**src/hw/rtl/mtlc_pkg.sv**
```systemverilog
// types and constants shared by the multitrack looper modules
`default_nettype none

package mtlc_pkg;

  localparam int SAMPLE_W = 16;
  localparam int REM_NUM_W = 27;
  localparam int REM_DEN_W = 26;
  localparam int CFG_IDX_W = 3;
  localparam int CFG_DATA_W = 17;

  localparam logic [CFG_IDX_W-1:0] CFG_BEAT_LENGTH = 3'd0;
  localparam logic [CFG_IDX_W-1:0] CFG_BAR_COUNT = 3'd1;
  localparam logic [CFG_IDX_W-1:0] CFG_ACTIVE_TRACK = 3'd2;
  localparam logic [CFG_IDX_W-1:0] CFG_CLICK_ENABLE = 3'd3;
  localparam logic [CFG_IDX_W-1:0] CFG_CLICK_GAIN = 3'd4;
  localparam logic [CFG_IDX_W-1:0] CFG_CLICK_LEN = 3'd5;
  localparam logic [CFG_IDX_W-1:0] CFG_PHASE_STEP = 3'd6;

  typedef enum logic [3:0] {
    S_IDLE,
    S_LEN,
    S_ROW,
    S_MIX,
    S_WR,
    S_LWAIT,
    S_C1,
    S_C2,
    S_C3,
    S_OUT
  } state_t;

  typedef struct packed {
    logic                 start;
    logic [REM_NUM_W-1:0] num;
    logic [REM_DEN_W-1:0] den;
  } rem_req_t;

  typedef struct packed {
    logic                 done;
    logic [REM_DEN_W-1:0] rem;
  } rem_rsp_t;

endpackage

`default_nettype wire

```
**src/hw/rtl/mtlc_rem.sv**
```systemverilog
// iterative restoring remainder unit, one dividend bit per cycle
`default_nettype none

module mtlc_rem (
  input  wire logic                clk,
  input  wire logic                rst,
  input  wire mtlc_pkg::rem_req_t  req,
  output mtlc_pkg::rem_rsp_t       rsp
);

  localparam int NW = mtlc_pkg::REM_NUM_W;
  localparam int DW = mtlc_pkg::REM_DEN_W;
  localparam int CW = $clog2(NW + 1);

  logic          busy;
  logic          done;
  logic [CW-1:0] cnt;
  logic [NW-1:0] num;
  logic [DW-1:0] den;
  logic [DW:0]   part;
  logic [DW:0]   trial;
  logic [DW:0]   diff;
  logic          fast;

  assign trial = {part[DW-1:0], num[NW-1]};
  assign diff = trial - {1'b0, den};
  assign fast = req.num < {1'b0, req.den};

  always_ff @(posedge clk) begin
    if (rst) begin
      busy <= 1'b0;
      done <= 1'b0;
    end else if (req.start) begin
      busy <= !fast;
      done <= fast;
    end else if (busy && cnt == CW'(1)) begin
      busy <= 1'b0;
      done <= 1'b1;
    end
  end

  always_ff @(posedge clk) begin
    if (req.start) begin
      if (fast) begin
        part <= (DW + 1)'(req.num);
      end else begin
        part <= '0;
        num <= req.num;
        den <= req.den;
        cnt <= CW'(NW);
      end
    end else if (busy) begin
      part <= (trial >= {1'b0, den}) ? diff : trial;
      num <= num << 1;
      cnt <= cnt - CW'(1);
    end
  end

  assign rsp.done = done;
  assign rsp.rem = part[DW-1:0];

endmodule

`default_nettype wire

```
**config.mk**
```make
export PLATFORM = sky130hd
export DESIGN_NAME = mtlc_rem
export DESIGN_NICKNAME = d
export VERILOG_FILES = /design/src/hw/rtl/mtlc_pkg.sv /design/src/hw/rtl/mtlc_rem.sv
export SDC_FILE = /design/constraint.sdc
export NUM_CORES = 1
export LEC_CHECK = 0
export BUFFER_PORTS_ARGS = -buffer_cell sky130_fd_sc_hd__buf_2
export CORE_ASPECT_RATIO = 0.8
export CORE_MARGIN = 2
export CORE_UTILIZATION = 56
export CTS_BUF_LIST = sky130_fd_sc_hd__clkbuf_4 sky130_fd_sc_hd__clkbuf_8
export CTS_CLUSTER_DIAMETER = 50
export DETAILED_ROUTE_END_ITERATION = 8
export PLACE_DENSITY = 0.79
export SYNTH_ARGS = -nofsm -noshare
export SYNTH_HDL_FRONTEND = slang
export SYNTH_SLANG_ARGS = --single-unit
```
**constraint.sdc**
```tcl
create_clock -name clk -period 9.3 [get_ports clk]
set_input_delay 1.86 -clock clk [delete_from_list [all_inputs] [get_ports clk]]
set_output_delay 1.86 -clock clk [all_outputs]
set_load 0.03 [all_outputs]
```
# Word-level counts from Yosys, hierarchy flattened
# Index checks and enable logic that the tools add are counted.
[totals]
regBits = 86
in_bits = 56
output_inout_bits = 27
[classes]
add_sub_neg = 2
order_cmp = 2
eq_ne = 2
n_mux = 14
bitwise = 1
n_reduce_logical = 6
[ops]
columns = ["operator", "n"]
rows = [
  ["$mux 26", 4],
  ["$mux 27", 3],
  ["$ge 27x26->1", 1],
  ["$lt 27x26->1", 1],
  ["$sub 26x26->26", 1],
  ["$mux 5", 3],
  ["$eq 5x1->1 const B", 1],
  ["$sub 5x1->5 const B", 1],
  ["$mux 1", 4],
  ["$reduce_and 2->1", 2],
  ["$reduce_bool 2->1", 2],
  ["$ne 2x2->1 const B", 1],
  ["$logic_and 1x1->1", 1],
  ["$logic_not 1->1", 1],
  ["$not 1->1", 1],
]

# Longest topological paths before layout
[logic_depth]
word_depth = 4
depth_mapped = 14
depth_no_buf = 12

# Least setup slack after synthesis
# OpenSTA, ideal clock, no wires.
[synth_path]
path_type = "input to register"
from = "input req[21] in the netlist's numbering"
to = "register cnt[0], enable pin"
setup_ps = 470
arrival_ps = 5679
t_required_ps = 8830
slack_ps = 3151
stages = 8
path_buffers = 1
cell_sequence = "inv_1 > ha_1 > nand4_1 > or2_2 > nor3_1 > a41oi_2 > buf_2 > a21boi_0"
[synth_via]
elab_chain_len = 3
[synth_lines]
columns = ["item", "line", "source"]
rows = [
  ["start, declared", "mtlc_rem.sv:7", "input wire mtlc_pkg::rem_req_t req,"],
  ["$lt 27x26->1", "mtlc_rem.sv:27", "assign fast = req.num < {1'b0, req.den};"],
  ["$ne 2x2->1 (no line)", "-", ""],
  ["$reduce_and 2->1 (no line)", "-", ""],
  ["end signal, assigned", "mtlc_rem.sv:50", "cnt <= CW'(NW);"],
  ["end signal, assigned", "mtlc_rem.sv:55", "cnt <= cnt - CW'(1);"],
  ["end, declared", "mtlc_rem.sv:17", "logic [CW-1:0] cnt;"],
]
# Every way passes these cells.
# A chain may end at the register's enable or synchronous reset.

# Worst setup path in the final report
[layout_path]
from = "input req[20] in the netlist's numbering"
to = "register done"
[layout_via]
elab_chain_len = 2
[layout_lines]
columns = ["item", "line", "source"]
rows = [
  ["$lt 27x26->1", "mtlc_rem.sv:27", ""],
  ["$mux 1", "mtlc_rem.sv:33", "end else if (req.start) begin"],
  ["end signal, assigned", "mtlc_rem.sv:35", "done <= fast;"],
  ["end, declared", "mtlc_rem.sv:16", "logic done;"],
]
# Every way passes these cells.

==> metrics.md <==
| Metric | Value |
|---|---|
| Area Overhead vs Synth | 11.38% |
| Clk sink count | 86 |
| Slew @ Worst Pin | 1.205 ns |
| NumNets Final | 729 |
| Total internal power | 870.0 uW |
| Peak VDD IR | 0.0001405 V |
| FMAX | 209.8 MHz |
| Num CTS Buffers | 9 |
| Cell area power density | 224.8 nW/um^2 |
| # IOs | 83 |
| CP Launch Type | input pin |
| Routed wire length | 14000 um |
| WL/cell | 18.33 um |
| #FFs+latches synth | 86 |
| Hold Buf Count CTS | 0 |
| Seq/Total Area, Yosys | 0.4439 |
| Fin util | 0.6330 |
| Max-cap check violation count | 0 |
| Sw power | 575.5 uW |
| Yosys cell types | 64 |
| Residual DRC count | 0 |
| Crit Path Max Fanout | 18 |
| Reg2reg start | part[2]$_DFFE_PP_ |
| Grt total ovfl | 0 |
| Reg2reg setup slack | 5.44 ns |
| Hold depth | 2 |
| Syn. warnings | 0 |
| Placed cells | 748 |
| Gpl congestion | 0.8893 |
| Max-slew headroom | 0.1959 |
| Clock Skew | 0.01146 ns |
| DIE AREA | 11140 um^2 |
| CP Class | input pin to flip-flop |
| ANT nets after route | 0 |
| Hold slack | 0.5566 ns |
| Sequential Power Share | 0.371 |
| Area contributors post-synth | edfxtp_1, ha_1, inv_1, a21oi_1, mux2i_1 |
| P_leak | 2.922 nW |
| Cells after Synth | 547 |
| Worst EP arrival | 5.05 ns |
| Dpl hpwl | 10190 um |
| Synthesized area | 5773 um^2 |
| Layout Cells excl Fill | 764 |
| Post-synth EDFFs | 84 |
| Class of the worst hold path | flip-flop to flip-flop |
| Pin count of the biggest net entering global routing | 60 |
| Initial Util | 0.5684 |
| Post-CTS Setup Inserts | 0 |
| CP Capture Type | flip-flop |
| CTS tree | built |
| Number of buffers added on ports | 82 |
| Syn nets | 657 |
| Post-synth top area cell | edfxtp_1 |
| # rows | 33 |
| Final hold violation count | 0 |
| # fillers | 870 |
| Setup-failing EPs final | 0 |
| Comb power frac | 0.455 |
| Synth top area share | 0.4369 |
| Worst hold start | busy$_SDFFE_PP0P_ |
| Min Tclk post-route | 4.766 ns |
| DIE HEIGHT | 94.82 um |
| Via Count | 4506 |
| Commonest cells post-synth | edfxtp_1, inv_1, a21oi_1, ha_1, nand2_1 |
| Core footprint | 10160 um^2 |
| Post-DR vias/cell | 5.898 |
| Worst skew pair latency | 0.37 ns |
| Top_reg_cell synth | edfxtp_1 |
| Clk slew on worst S/H paths | 0.09 ns |
| Layout cells sized above 1 | 0.2019 |
| Switching Fraction | 0.3981 |
| Antenna Cells | 0 |
| Total negative slack | 0 ns |
| CTS Root Cell | clkbuf_8 |
| First-pass GRT wire length | 22180 um |
| R2R Path End | part[20]$_DFFE_PP_ |
| Pwr Total | 1.445 mW |
| Chip Width | 117.5 um |
| Hold-critical path endpoint | busy$_SDFFE_PP0P_ |
| Clk network pwr share | 0.174 |
| RSZ-0062 raised after global routing | no |
| Max clock buf depth | 2 |
| Tot GR Track Use | 0.2558 |
| Initial antenna violation count | 0 |
| Data required, critical path | 9.58 ns |
| Vias in the first global route | 4420 |
| TritonRoute pass-1 iters | 5 |
| Post-CTS Resized | 0 |
| Htree depth | 3 |
| Slew Limit Fails | 0 |
| Ys async rst share | 0 |
| Iter 0 DRT Violations | 411 |
| Final period utilization | 0.5124 |
| Avg Inst Size Synth | 10.55 um^2 |
| Status | completed |
| Cell count of the worst reg-to-reg path | 10 |
| Most frequent cell after synthesis | edfxtp_1 |
==> layout by cell type (no fill, tap or decap), drive strengths merged, types with 3 or more instances in the layout <==
cell / instances
edfxtp: 84
buf: 83
inv: 73
a21oi: 55
ha: 53
o21ai: 30
nand2: 28
mux2i: 24
a21o: 17
xnor2: 17
nor2: 16
mux2: 16
o21a: 12
o22ai: 10
clkbuf: 10
nand4: 9
nor3: 8
nor2b: 6
nand3: 6
xor2: 6
a31oi: 4
o31ai: 4
clkinv: 4
nand2b: 3
nor4: 3
o211ai: 3
==> critical path: stages <==
cell and delay [ns]:
buf_2 0.09, inv_1 0.04, ha_1 0.30, a21o_1 0.16, a21o_1 0.17, a21oi_1 0.18
o221ai_1 0.14, a2111o_1 0.45, a41oi_2 0.82, nor2_2 0.28, buf_4 0.34, nor3_1 0.22
==> how the worst max path moves through the flow <==
stage             from                   end  slack, ns  depth (start not counted)
2_1_floorplan  req[21]  cnt[0]$_SDFFCE_PP1P_       3.15                          8
3_3_place_gp   req[16]     den[21]$_DFFE_PP_       4.27                         11
3_5_place_dp   req[42]     done$_SDFFE_PP0P_       4.18                         11
4_1_cts        req[16]     done$_SDFFE_PP0P_       4.51                         12
5_1_grt        req[20]     done$_SDFFE_PP0P_       4.31                         12
6_report       req[20]     done$_SDFFE_PP0P_       4.53                         12
==> layout make-up <==
class                   instances  area (um^2)  share of cell area
multi-input cells             368         2826              0.4396
flip-flops and latches         86         2562              0.3985
repair buffers                 83        417.9             0.06499
inverters                      71        266.5             0.04145
well taps                     140        175.2             0.02724
clock buffers                  10        137.6             0.02140
clock inverters                 6        43.79            0.006811
==> state kept, by name, summed over array words and instances (netlist names) <==
register / count
busy: 1
done: 1
num: 27
den: 26
part: 26
cnt: 5
==> power by group through the flow <==
stage / clock network (mW) / registers [mW] / logic, mW
floorplan: 0 / 0.594 / 0.460
global placement: 0 / 0.543 / 0.624
detailed placement: 0 / 0.546 / 0.642
CTS: 0.254 / 0.537 / 0.649
global route: 0.267 / 0.543 / 0.717
finish: 0.252 / 0.537 / 0.657
==> per-layer routing <==
layer  GRT usage  vias up  routed length [um]
met5           0        -                   0
met4     0.07731        0                 240
met3     0.04106       24                 876
met2      0.4284      177                6633
met1      0.3475     2149                6253
li1            -     2156                   -
==> metrics by stage <==
| step | worst slack [ns] | instance area (um^2) |
|---|---|---|
| 2_1_floorplan | 3.151 | 5773 |
| 3_3_place_gp | 4.270 | 6248 |
| 3_5_place_dp | 4.177 | 6248 |
| 4_1_cts | 4.514 | 6430 |
| 5_1_grt | 4.307 | 6430 |
| 6_report | 4.534 | 6430 |
==> logic make-up after synthesis <==
logic type | after synthesis | share of synthesized area
buf+inv | 93 | 0.07022
simple gates | 92 | 0.08215
compound gates | 159 | 0.1777
flops | 86 | 0.4439
xor+xnor | 23 | 0.03489
mux | 40 | 0.07282
fa+ha+maj | 54 | 0.1183
No activity file was read; power rests on OpenSTA's default activity.
